**config.mk**
```make
export PLATFORM = sky130hd
export DESIGN_NAME = machine_mode_command_gate_unit_flat
export DESIGN_NICKNAME = d
export VERILOG_FILES = /design/src/hdl/mmcg_pkg.sv /design/src/hdl/mmcg_chan_if.sv /design/src/hdl/mmcg_in_stage.sv /design/src/hdl/mmcg_core.sv /design/src/hdl/mmcg_out_stage.sv /design/src/hdl/machine_mode_command_gate_unit.sv /design/src/flat_wrapper.sv
export SDC_FILE = /design/constraint.sdc
export NUM_CORES = 1
export LEC_CHECK = 0
export ABC_CLOCK_PERIOD_IN_PS = 4350
export BUFFER_PORTS_ARGS = -buffer_cell sky130_fd_sc_hd__buf_2
export CAP_MARGIN = 25
export CORE_MARGIN = 5
export CORE_UTILIZATION = 59
export CTS_BUF_LIST = sky130_fd_sc_hd__clkbuf_4 sky130_fd_sc_hd__clkbuf_8
export CTS_CLUSTER_SIZE = 16
export DETAILED_ROUTE_END_ITERATION = 12
export MAX_ROUTING_LAYER = met4
export PLACE_DENSITY = 0.82
export SLEW_MARGIN = 15
export SYNTH_ARGS = -nofsm -noshare
export SYNTH_HDL_FRONTEND = slang
export SYNTH_SLANG_ARGS = --single-unit
```
**constraint.sdc**
```tcl
create_clock -name clk_i -period 4.35 [get_ports clk_i]
set_input_delay 0.87 -clock clk_i [delete_from_list [all_inputs] [get_ports clk_i]]
set_output_delay 0.87 -clock clk_i [all_outputs]
set_load 0.02 [all_outputs]
```
**src/hdl/mmcg_pkg.sv**
```systemverilog
// Shared types, codes and the per-mode command allow table of the mode command gate.
package mmcg_pkg;

  localparam int unsigned NumGated = 21;

  // Event kinds
  typedef enum logic [2:0] {
    ACT_COMMAND = 3'd0,
    ACT_TICK    = 3'd1,
    ACT_BUTTON  = 3'd2,
    ACT_ESTOP   = 3'd3,
    ACT_FAULT   = 3'd4
  } act_e;

  // Command codes with behaviour of their own
  typedef enum logic [4:0] {
    CMD_HOME        = 5'd0,
    CMD_RUN_PROGRAM = 5'd2,
    CMD_PAUSE       = 5'd3,
    CMD_RESUME      = 5'd4,
    CMD_RESET_FAULT = 5'd5,
    CMD_RESET_ESTOP = 5'd6,
    CMD_ESTOP       = 5'd21,
    CMD_LAST_ALWAYS = 5'd26
  } cmd_e;

  typedef enum logic [1:0] {
    BTN_START = 2'd0,
    BTN_PAUSE = 2'd1
  } btn_e;

  typedef enum logic [2:0] {
    NK_NONE     = 3'd0,
    NK_UNKNOWN  = 3'd1,
    NK_ESTOP    = 3'd2,
    NK_HWFAULT  = 3'd3,
    NK_NOTREADY = 3'd4,
    NK_NOPROG   = 3'd5
  } nack_e;

  // Machine mode, one-hot; bit m stands for mode code m
  typedef enum logic [6:0] {
    MODE_IDLE     = 7'b0000001,
    MODE_HOMING   = 7'b0000010,
    MODE_READY    = 7'b0000100,
    MODE_RUNNING  = 7'b0001000,
    MODE_PAUSED   = 7'b0010000,
    MODE_FAULTED  = 7'b0100000,
    MODE_ESTOPPED = 7'b1000000
  } mode_e;

  localparam logic [2:0] ModeCodeIdle     = 3'd0;
  localparam logic [2:0] ModeCodeHoming   = 3'd1;
  localparam logic [2:0] ModeCodeReady    = 3'd2;
  localparam logic [2:0] ModeCodeRunning  = 3'd3;
  localparam logic [2:0] ModeCodePaused   = 3'd4;
  localparam logic [2:0] ModeCodeFaulted  = 3'd5;
  localparam logic [2:0] ModeCodeEstopped = 3'd6;

  localparam logic [7:0]  FaultNone           = 8'd0;
  localparam logic [7:0]  FaultEstopTriggered = 8'd1;
  localparam logic [15:0] HomingTimeReset     = 16'd3000;

  // Modes in which each gated command is allowed, bit m for mode code m
  localparam logic [6:0] GATE_MASK [NumGated] = '{
    7'h05, 7'h05, 7'h04, 7'h08, 7'h10, 7'h20, 7'h40, 7'h04, 7'h04, 7'h65, 7'h04,
    7'h05, 7'h05, 7'h05, 7'h05, 7'h05, 7'h05, 7'h05, 7'h7D, 7'h05, 7'h05
  };

  typedef struct packed {
    logic [2:0]  action;
    logic [4:0]  command_code;
    logic [15:0] command_tag;
    logic [31:0] now_ms;
    logic [1:0]  button_code;
    logic        estop_level;
    logic [7:0]  fault_reason;
    logic        program_loaded;
  } event_t;

  typedef struct packed {
    logic        reply_kind;
    logic [15:0] reply_tag;
    logic [4:0]  reply_command;
    nack_e       nack_reason;
    logic [2:0]  mode_now;
    logic        estop_latched;
    logic [7:0]  fault_now;
  } reply_t;

  typedef logic [15:0] cfg_word_t;

  function automatic logic [2:0] mode_code(mode_e m);
    logic [2:0] c;
    unique case (m)
      MODE_IDLE:     c = ModeCodeIdle;
      MODE_HOMING:   c = ModeCodeHoming;
      MODE_READY:    c = ModeCodeReady;
      MODE_RUNNING:  c = ModeCodeRunning;
      MODE_PAUSED:   c = ModeCodePaused;
      MODE_FAULTED:  c = ModeCodeFaulted;
      MODE_ESTOPPED: c = ModeCodeEstopped;
      default:       c = ModeCodeIdle;
    endcase
    return c;
  endfunction

endpackage

```
**src/hdl/mmcg_chan_if.sv**
```systemverilog
// Valid/ready channel carrying one payload word.
interface mmcg_chan_if #(
  parameter type payload_t = logic
) ();
  logic     valid;
  logic     ready;
  payload_t data;

  modport source (output valid, output data, input ready);
  modport sink (input valid, input data, output ready);
endinterface

```
**src/hdl/mmcg_in_stage.sv**
```systemverilog
// Input register: holds one accepted event word until the core consumes it.
module mmcg_in_stage import mmcg_pkg::*; (
  input  logic   clk_i,
  input  logic   rst_ni,
  input  logic   valid_i,
  output logic   ready_o,
  input  event_t data_i,
  output logic   item_valid_o,
  output event_t item_o,
  input  logic   consume_i
);

  logic   valid_q, valid_d;
  event_t data_q;

  assign ready_o = !valid_q || consume_i;
  assign valid_d = valid_i || (valid_q && !consume_i);

  always_ff @(posedge clk_i or negedge rst_ni) begin
    if (!rst_ni) begin
      valid_q <= 1'b0;
    end else begin
      valid_q <= valid_d;
    end
  end

  always_ff @(posedge clk_i) begin
    if (valid_i && ready_o) begin
      data_q <= data_i;
    end
  end

  assign item_valid_o = valid_q;
  assign item_o       = data_q;

endmodule

```
**src/hdl/mmcg_core.sv**
```systemverilog
// Mode state, homing deadline, estop latch, fault code and the per-event decision logic.
module mmcg_core import mmcg_pkg::*; (
  input  logic      clk_i,
  input  logic      rst_ni,
  input  logic      cfg_valid_i,
  input  cfg_word_t cfg_data_i,
  input  logic      item_valid_i,
  input  event_t    item_i,
  input  logic      out_space_i,
  output logic      consume_o,
  output logic      reply_valid_o,
  output reply_t    reply_o
);

  mode_e       mode_q, mode_d;
  logic [31:0] deadline_q, deadline_d;
  logic        latch_q, latch_d;
  logic [7:0]  fault_q, fault_d;
  cfg_word_t   homing_q;
  logic        has_reply;
  nack_e       nk;
  logic [31:0] tick_diff;

  assign tick_diff = item_i.now_ms - deadline_q;

  always_comb begin
    mode_d     = mode_q;
    deadline_d = deadline_q;
    latch_d    = latch_q;
    fault_d    = fault_q;
    nk         = NK_NONE;
    has_reply  = 1'b0;
    unique case (item_i.action)
      ACT_COMMAND: begin
        has_reply = 1'b1;
        if (item_i.command_code == CMD_ESTOP) begin
          latch_d = 1'b1;
          fault_d = FaultEstopTriggered;
          mode_d  = MODE_ESTOPPED;
        end else if (item_i.command_code > CMD_LAST_ALWAYS) begin
          nk = NK_UNKNOWN;
        end else if (item_i.command_code > CMD_ESTOP) begin
          nk = NK_NONE;
        end else if ((GATE_MASK[item_i.command_code] & mode_q) == 7'd0) begin
          if (mode_q == MODE_ESTOPPED) begin
            nk = NK_ESTOP;
          end else if (mode_q == MODE_FAULTED) begin
            nk = NK_HWFAULT;
          end else begin
            nk = NK_NOTREADY;
          end
        end else begin
          case (item_i.command_code)
            CMD_HOME: begin
              mode_d     = MODE_HOMING;
              deadline_d = item_i.now_ms + {16'd0, homing_q};
            end
            CMD_RUN_PROGRAM: begin
              if (!item_i.program_loaded) begin
                nk = NK_NOPROG;
              end else begin
                mode_d = MODE_RUNNING;
              end
            end
            CMD_PAUSE:  mode_d = MODE_PAUSED;
            CMD_RESUME: mode_d = MODE_RUNNING;
            CMD_RESET_FAULT: begin
              fault_d = FaultNone;
              mode_d  = MODE_IDLE;
            end
            CMD_RESET_ESTOP: begin
              if (latch_q) begin
                nk = NK_HWFAULT;
              end else begin
                fault_d = FaultNone;
                mode_d  = MODE_IDLE;
              end
            end
            default: ;
          endcase
        end
      end
      ACT_TICK: begin
        // wrap-safe: deadline reached when the signed difference is not negative
        if (mode_q == MODE_HOMING && !tick_diff[31]) begin
          mode_d = MODE_READY;
        end
      end
      ACT_BUTTON: begin
        if (item_i.button_code == BTN_START) begin
          if (mode_q == MODE_IDLE) begin
            mode_d     = MODE_HOMING;
            deadline_d = item_i.now_ms + {16'd0, homing_q};
          end else if (mode_q == MODE_READY) begin
            if (item_i.program_loaded) begin
              mode_d = MODE_RUNNING;
            end
          end else if (mode_q == MODE_PAUSED) begin
            mode_d = MODE_RUNNING;
          end
        end else if (item_i.button_code == BTN_PAUSE) begin
          if (mode_q == MODE_RUNNING) begin
            mode_d = MODE_PAUSED;
          end else if (mode_q == MODE_FAULTED) begin
            fault_d = FaultNone;
            mode_d  = MODE_IDLE;
          end
        end
      end
      ACT_ESTOP: begin
        latch_d = item_i.estop_level;
        if (item_i.estop_level) begin
          fault_d = FaultEstopTriggered;
          mode_d  = MODE_ESTOPPED;
        end else if (mode_q == MODE_ESTOPPED) begin
          fault_d = FaultNone;
          mode_d  = MODE_IDLE;
        end
      end
      ACT_FAULT: begin
        if (mode_q != MODE_ESTOPPED) begin
          fault_d = item_i.fault_reason;
          mode_d  = MODE_FAULTED;
        end
      end
      default: ;
    endcase
  end

  // Stall only when a reply is due and the result register is still full
  assign consume_o     = item_valid_i && (!has_reply || out_space_i);
  assign reply_valid_o = consume_o && has_reply;

  always_comb begin
    reply_o.reply_kind    = (nk != NK_NONE);
    reply_o.reply_tag     = item_i.command_tag;
    reply_o.reply_command = item_i.command_code;
    reply_o.nack_reason   = nk;
    reply_o.mode_now      = mode_code(mode_d);
    reply_o.estop_latched = latch_d;
    reply_o.fault_now     = fault_d;
  end

  always_ff @(posedge clk_i or negedge rst_ni) begin
    if (!rst_ni) begin
      mode_q     <= MODE_IDLE;
      deadline_q <= 32'd0;
      latch_q    <= 1'b0;
      fault_q    <= FaultNone;
      homing_q   <= HomingTimeReset;
    end else begin
      if (consume_o) begin
        mode_q     <= mode_d;
        deadline_q <= deadline_d;
        latch_q    <= latch_d;
        fault_q    <= fault_d;
      end
      if (cfg_valid_i) begin
        homing_q <= cfg_data_i;
      end
    end
  end

  // The latch can only be engaged while the machine sits in estop
  a_latch_mode: assert property (@(posedge clk_i) disable iff (!rst_ni)
    latch_q |-> mode_q == MODE_ESTOPPED)
    else $error("estop latch engaged outside estopped mode");

  // Idle is only reached with the fault code cleared
  a_idle_fault: assert property (@(posedge clk_i) disable iff (!rst_ni)
    mode_q == MODE_IDLE |-> fault_q == FaultNone)
    else $error("fault code held in idle mode");

  // A tick never touches the fault code or the latch
  a_tick_quiet: assert property (@(posedge clk_i) disable iff (!rst_ni)
    consume_o && item_i.action == ACT_TICK |=> $stable(fault_q) && $stable(latch_q))
    else $error("tick changed fault or latch");

endmodule

```
**src/hdl/mmcg_out_stage.sv**
```systemverilog
// Result register: holds one reply word until the receiver takes it.
module mmcg_out_stage import mmcg_pkg::*; (
  input  logic   clk_i,
  input  logic   rst_ni,
  input  logic   load_i,
  input  reply_t data_i,
  output logic   space_o,
  output logic   valid_o,
  input  logic   ready_i,
  output reply_t data_o
);

  logic   valid_q, valid_d;
  reply_t data_q;

  assign space_o = !valid_q || ready_i;
  assign valid_d = load_i || (valid_q && !ready_i);

  always_ff @(posedge clk_i or negedge rst_ni) begin
    if (!rst_ni) begin
      valid_q <= 1'b0;
    end else begin
      valid_q <= valid_d;
    end
  end

  always_ff @(posedge clk_i) begin
    if (load_i) begin
      data_q <= data_i;
    end
  end

  assign valid_o = valid_q;
  assign data_o  = data_q;

  // An ack carries no reason, a nack always carries one
  a_kind_reason: assert property (@(posedge clk_i) disable iff (!rst_ni)
    valid_q |-> data_q.reply_kind == (data_q.nack_reason != NK_NONE))
    else $error("reply kind disagrees with nack reason");

endmodule

```
**src/hdl/machine_mode_command_gate_unit.sv**
```systemverilog
// Top level of the machine-mode command gate.
//
// Channels: evt_i carries one event word (command, tick, button, estop line
// change or fault report); res_o carries one reply word for each command
// event and nothing for the other events; cfg_i writes the homing time in ms.
// The config channel is always ready.
// Path: an event is registered in the input register on acceptance and
// decided from there; a command's reply is then loaded into the result
// register, where it is held valid until the receiver takes it.
// Throughput: one event per cycle while the result register has space for
// each reply. The mode update, homing deadline add and wrap-safe compare
// settle between the input and result registers.
// Reset: mode idle, latch clear, no fault, deadline 0, homing time 3000 ms,
// both channel registers empty.
// Stall: while res_o holds an untaken reply, one more event is held in the
// input register; a command behind it waits, and evt_i stays ready as long
// as the held event can still move on.
module machine_mode_command_gate_unit import mmcg_pkg::*; (
  input  logic        clk_i,
  input  logic        rst_ni,
  mmcg_chan_if.sink   cfg_i,
  mmcg_chan_if.sink   evt_i,
  mmcg_chan_if.source res_o
);

  logic   item_valid;
  event_t item;
  logic   consume;
  logic   reply_valid;
  reply_t reply;
  logic   out_space;

  assign cfg_i.ready = 1'b1;

  mmcg_in_stage u_in_stage (
    .clk_i        (clk_i),
    .rst_ni       (rst_ni),
    .valid_i      (evt_i.valid),
    .ready_o      (evt_i.ready),
    .data_i       (evt_i.data),
    .item_valid_o (item_valid),
    .item_o       (item),
    .consume_i    (consume)
  );

  mmcg_core u_core (
    .clk_i         (clk_i),
    .rst_ni        (rst_ni),
    .cfg_valid_i   (cfg_i.valid),
    .cfg_data_i    (cfg_i.data),
    .item_valid_i  (item_valid),
    .item_i        (item),
    .out_space_i   (out_space),
    .consume_o     (consume),
    .reply_valid_o (reply_valid),
    .reply_o       (reply)
  );

  mmcg_out_stage u_out_stage (
    .clk_i   (clk_i),
    .rst_ni  (rst_ni),
    .load_i  (reply_valid),
    .data_i  (reply),
    .space_o (out_space),
    .valid_o (res_o.valid),
    .ready_i (res_o.ready),
    .data_o  (res_o.data)
  );

endmodule

```
**src/flat_wrapper.sv**
```systemverilog
// flat-port wrapper written by rule: the top's interface ports become plain ports
module machine_mode_command_gate_unit_flat import mmcg_pkg::*;
  (clk_i, rst_ni, cfg_i_valid, cfg_i_data, cfg_i_ready, evt_i_valid, evt_i_data, evt_i_ready, res_o_valid, res_o_data, res_o_ready);
  mmcg_chan_if #(.payload_t(cfg_word_t)) cfg_i_i ();
  mmcg_chan_if #(.payload_t(event_t)) evt_i_i ();
  mmcg_chan_if #(.payload_t(reply_t)) res_o_i ();
  input  logic clk_i;
  input  logic rst_ni;
  input wire logic [$bits(cfg_i_i.valid)-1:0] cfg_i_valid;
  input wire logic [$bits(cfg_i_i.data)-1:0] cfg_i_data;
  output wire logic [$bits(cfg_i_i.ready)-1:0] cfg_i_ready;
  input wire logic [$bits(evt_i_i.valid)-1:0] evt_i_valid;
  input wire logic [$bits(evt_i_i.data)-1:0] evt_i_data;
  output wire logic [$bits(evt_i_i.ready)-1:0] evt_i_ready;
  output wire logic [$bits(res_o_i.valid)-1:0] res_o_valid;
  output wire logic [$bits(res_o_i.data)-1:0] res_o_data;
  input wire logic [$bits(res_o_i.ready)-1:0] res_o_ready;
  assign cfg_i_i.valid = cfg_i_valid;
  assign cfg_i_i.data = cfg_i_data;
  assign cfg_i_ready = cfg_i_i.ready;
  assign evt_i_i.valid = evt_i_valid;
  assign evt_i_i.data = evt_i_data;
  assign evt_i_ready = evt_i_i.ready;
  assign res_o_valid = res_o_i.valid;
  assign res_o_data = res_o_i.data;
  assign res_o_i.ready = res_o_ready;
  machine_mode_command_gate_unit u_core (.clk_i(clk_i), .rst_ni(rst_ni), .cfg_i(cfg_i_i), .evt_i(evt_i_i), .res_o(res_o_i));
endmodule
```
# Yosys cells after proc, flatten, opt, wreduce, memory -nomap -nowiden
# Memories as Yosys holds them, arrays and structs flattened.
# Cells that the tools add are included.
[word_totals]
regBits = 171
rom_bits = 224
word_cells = 143
memories = 1
[memory_table]
columns = ["memory", "depth", "word_bits", "read_ports", "rd_clocked_by_memory_dff", "write_ports", "line", "source"]
rows = [
  ["(name not given)", 32, 7, 1, 0, 0, "mmcg_core.sv:44", "end else if ((GATE_MASK[item_i.command_code] & mode_q) == 7'd0) begin"],
]
[op_classes]
n_addsub = 2
magnitude_cmp = 3
n_eq_ne = 32
mux = 57
n_bitwise = 2
reduce_logical = 24
[op_table]
columns = ["operator", "count"]
rows = [
  ["2-to-1 mux 32 bit", 7],
  ["2-to-1 mux 7 bit", 19],
  ["2-to-1 mux 8 bit", 12],
  ["one-hot mux 32 bit (2 select lines)", 1],
  ["one-hot mux 7 bit (6 select lines)", 1],
  ["one-hot mux 7 bit (5 select lines)", 1],
  ["adder 32 x 16 -> 32 bit", 1],
  ["one-hot mux 8 bit (4 select lines)", 1],
  ["subtractor 32 bit", 1],
  ["2-to-1 mux 3 bit", 8],
  ["one-hot mux 3 bit (6 select lines)", 1],
  ["one-hot mux 8 bit (2 select lines)", 1],
  ["== test 5 x 3 -> 1 bit (second input constant)", 3],
  ["== test 7 x 2 -> 1 bit (second input constant)", 2],
  ["== test 7 x 3 -> 1 bit (second input constant)", 2],
  ["== test 7 x 4 -> 1 bit (second input constant)", 2],
  ["== test 7 x 5 -> 1 bit (second input constant)", 2],
  ["== test 7 x 6 -> 1 bit (second input constant)", 2],
  ["== test 7 bit (second input constant)", 2],
  ["inequality test 2 bit (second input constant)", 6],
  ["== test 5 x 2 -> 1 bit (second input constant)", 2],
  ["greater-than comparator 5 bit (second input constant)", 2],
  ["AND reduction 9 bit", 1],
  ["AND 7 bit", 1],
  ["other kinds (23)", 39],
]

# Depth between registers and ports, before layout
[logic_depth]
word_depth = 13
depth_mapped = 13
mapped_depth_nobuf = 13

# Modules after synthesis
# From an unflattened synthesis, not the netlist that was laid out.
[hier_totals]
hier_cells = 760
hier_area_um2 = 8738.4
[modules_own_cells]
columns = ["mod", "instances", "cells_per_inst", "area_each_um2", "seq_area_each_um2"]
rows = [
  ["mmcg_core", 1, 646, 5472.7, 1611.5],
  ["mmcg_in_stage", 1, 72, 2095.8, 2067.0],
  ["mmcg_out_stage", 1, 40, 1158.6, 1136.1],
  ["machine_mode_command_gate_unit", 1, 2, 11.3, 0.0],
]

# Worst setup path before layout
# OpenSTA, ideal clock, no wires.
[synth_timing]
kind = "input-to-reg"
from = "input res_o_ready"
to = "register u_core.u_out_stage.data_q (netlist bit u_core.u_out_stage.data_o[0]), enable pin"
setup_ns = 0.431
arrival_time_ns = 2.886
required_time_ns = 3.919
path_slack_ns = 1.033
stages = 4
path_cell_list = "or3_1 nand2_1 clkbuf_1 nor2_1"
[synth_between]
elab_chain_len = 4
[synth_lines]
columns = ["element", "line", "source"]
rows = [
  ["from (decl)", "flat_wrapper.sv:17", "input wire logic [$bits(res_o_i.ready)-1:0] res_o_ready;"],
  ["logical OR 1 bit", "mmcg_out_stage.sv:16", "assign space_o = !valid_q || ready_i;"],
  ["logical OR 1 bit", "mmcg_core.sv:131", "assign consume_o = item_valid_i && (!has_reply || out_space_i);"],
  ["logical AND 1 bit", "mmcg_core.sv:131", ""],
  ["logical AND 1 bit", "mmcg_core.sv:132", "assign reply_valid_o = consume_o && has_reply;"],
  ["named net u_core.reply_valid", "machine_mode_command_gate_unit.sv:29", "logic reply_valid;"],
  ["to (signal assigned)", "mmcg_out_stage.sv:29", "data_q <= data_i;"],
  ["to (decl)", "mmcg_out_stage.sv:14", "reply_t data_q;"],
]
# The timed path passes the listed nets, and every way through them passes these cells.
# A chain may end at the register's enable or synchronous reset.

==> flow_metrics.py <==
metrics = {
    "setup_path": {
        "crit_arrival_ns": 3.54,
        "slowest_stage": "or4_1",
        "max_stage_delay_ns": 0.52,
        "path_class": "reg2reg",
        "rrSetupSlack_ns": 1.04,
        "setup.worst_path.start_class": "flip-flop",
        "reg2regPathDepth": 10,
        "end_kind": "flip-flop",
        "cp_common_cell": "o211ai_1",
        "path_cells": "ha_1 -> and3_1 -> nand3_1 -> or4_1 -> o211ai_1 -> mux2_2 -> o211ai_1 -> o21ai_0 -> a41oi_1 -> nor4_2",
        "crit_fanout": 5,
        "cp.required_ns": 4.58,
    },
    "drt": {
        "vias": 6177,
        "avgRoutedWirePerCell_um": 16.4,
        "final_antenna_net_count": 0,
        "avgViaCountPerCell": 5.70,
        "drc": 0,
        "totalWireLength_um": 17700,
        "dr.pass1.iters": 5,
        "first_iter_violations": 579,
    },
    "layout": {
        "area_delta_synth_final_pct": 14.1,
        "fillerInstances": 1118,
        "final_layout_size_suffix_gt1_share_pct": 22.7,
        "final_util_pct": 67.9,
        "nets": 1022,
        "diodes": 0,
    },
    "sta": {
        "rsz0062_at_grt": "no",
        "finalHoldViolations": 0,
        "setup_violations": 0,
        "post-route-min-period_ns": 3.31,
        "tightest_slew_ns": 0.962,
        "slew_headroom_pct": 35.9,
        "setup_tns_ns": 0,
        "post-route-period-util_pct": 76.2,
        "clock.fmax_mhz": 302,
        "skew_ns": 0.0109,
        "slew_violations": 0,
    },
    "clock_tree": {
        "cts_root_buffer": "clkbuf_8",
        "cts_tree": "built",
        "postCtsSetupBuffers": 0,
        "cts_buffers": 17,
        "worstSkewPairLatency_ns": 0.47,
        "holdBufCountCts": 0,
        "cts.sinks": 171,
        "post_cts_resized": 0,
        "path_clk_slew_ns": 0.10,
        "htreeDepth": 4,
        "clock_path_buffers": 2,
    },
    "run_status": {
        "status": "completed",
    },
    "die": {
        "core-area_um2": 14400,
        "start_util_pct": 59.5,
        "die_w_um": 131,
        "die_h_um": 131,
        "ios": 129,
        "std_cell_rows": 44,
        "die_area_um2": 17100,
    },
    "logic_synthesis": {
        "synth-edff-count": 105,
        "syn_avg_cell_area_um2": 11.2,
        "synth-seq-area-share_pct": 56.1,
        "yosys-top-cells-area": "edfxtp_1 (37%), dfrtp_1 (17%), ha_1 (6.7%), o21ai_0 (3.8%), nand2_1 (3.7%)",
        "yosysTopAreaCellShare_pct": 36.8,
        "syn_area_um2": 8580,
        "ys.flop_type": "edfxtp_1",
        "ys_warn_count": 0,
        "synth_top_cell_by_area": "edfxtp_1",
        "synth-seq-cells": 171,
        "netlist-cell-type-count": 70,
        "async_reset_ff_share_pct": 38.6,
        "syn_inst": 763,
        "syn-num-nets": 899,
    },
    "placed_design": {
        "gp_congestion": 0.904,
        "port_buffers": 127,
        "dp_hpwl_um": 12800,
    },
    "global_route": {
        "grt_util_all_layers_pct": 22.3,
        "first_global_vias": 5931,
        "grt-ovfl-total": 0,
        "grt_pass1_wl_um": 28800,
        "grt_max_degree": 69,
        "antenna_found_initial": 0,
    },
    "power_and_ir_drop": {
        "pwr_density_cell_nw_per_um2": 397,
        "leakagePower_nw": 4.14,
        "vdd_ir_drop_max_v": 0.000287,
    },
    "worst_hold_path": {
        "hold_class": "reg2reg",
        "hold_depth": 0,
    },
    "run": {
        "maxCapViolations": 0,
    },
}
## per-layer routing
metal  part of all wire [%]  global-route usage, %
met2                     51                   36.2
met3                    5.9                   5.00
met1                     42                   27.8
met5                      0                      -
met4                    2.0                   7.56
## cell usage after synthesis (4+ instances only)
library cell and number:
edfxtp_1 105, o21a_1 11, a21oi_1 40, nor3_1 13, nor2_1 39, nand2_1 84, ha_1 46, xnor2_1 16
a32o_1 7, o21bai_1 4, o21ai_0 65, buf_2 5, nand3_1 17, inv_1 45, and3_1 8, clkbuf_1 21
dfstp_2 8, nand2b_1 15, o2111ai_1 4, mux2_2 17, and2_1 7, xor2_1 15, nor2b_1 7, a22o_1 7
a22oi_1 5, mux2i_1 5, o22ai_1 4, nand4_1 8, a21o_1 11, dfrtp_1 58
## flip-flops by register name, summed over array words and instances (netlist names)
signal / count
u_core.u_in_stage.item_o: 68
u_core.u_core.fault_q: 8
u_core.u_core.latch_q: 1
u_core.u_out_stage.valid_o: 1
u_core.u_core.homing_q: 16
u_core.u_core.mode_q: 7
u_core.u_out_stage.data_o: 37
u_core.u_core.deadline_q: 32
u_core.u_in_stage.item_valid_o: 1
## critical path: cells and delay by family (launching register included)
family | cells | cell delay, ns
AOI/OAI and AO/OA | 4 | 1.00
adders and majority gates | 1 | 0.32
DFF | 1 | 0.47
muxes | 1 | 0.38
and+or+nand+nor | 4 | 0.90
## path summary, 6_finish.rpt
path                                         startpoint                             to
max in group asynchronous                        rst_ni   u_core.u_core.deadline_q[23]
min in group asynchronous                        rst_ni     u_core.u_core.homing_q[15]
hold reg to reg            u_core.u_in_stage.item_o[59]  u_core.u_out_stage.data_o[35]
setup / recovery           u_core.u_in_stage.item_o[34]   u_core.u_out_stage.data_o[9]
hold / removal             u_core.u_in_stage.item_o[59]  u_core.u_out_stage.data_o[35]
setup reg to reg           u_core.u_in_stage.item_o[34]   u_core.u_out_stage.data_o[9]
## placed cells by master, fill, tap and decap left out, types with 38 or more instances in the layout
cell,count
o21ai_0,65
nor2_1,38
ha_1,46
inv_1,45
a21oi_1,40
nand2_1,84
dfrtp_1,58
edfxtp_1,105
buf_2,127
## per-stage QoR
stage	std cells	hold slack, ns	power, mW	area [µm²]	setup WS (ns)
floorplan	763	0.400	2.60	8580	1.03
global placement	1050	0.400	2.78	9380	1.07
detailed placement	1050	0.405	2.82	9380	1.01
CTS	1082	0.421	3.91	9760	0.962
global route	1083	0.421	4.12	9790	0.725
finish	1083	0.417	3.89	9790	1.04
## cell type report
class,instances,area [µm²],share of cell area [%]
Sequential cell,171,4810,49.2
Clock buffer,17,234,2.39
Clock inverter,15,155,1.58
Multi-Input combinational cell,516,3470,35.5
Inverter,45,169,1.73
Tap cell,184,230,2.35
Timing Repair Buffer,135,716,7.31
## where the power goes
group	switching, mW	internal (mW)
logic	0.420	0.341
clock network	0.623	0.474
registers	0.118	1.91
## cell families (layout without fill, tap and decap cells)
logic type,count (synthesis),count (layout),share of synthesized area (%)
adder cells (fa/ha/maj),47,47,6.94
XOR/XNOR,31,31,3.17
AND/OR/NAND/NOR,223,223,12.7
flip-flops,171,171,56.1
other,1,1,0.0437
buffers and inverters,76,212,3.70
multiplexers,22,22,2.82
AO/OA/AOI/OAI,192,192,14.5
(Power assumes the default switching activity.)
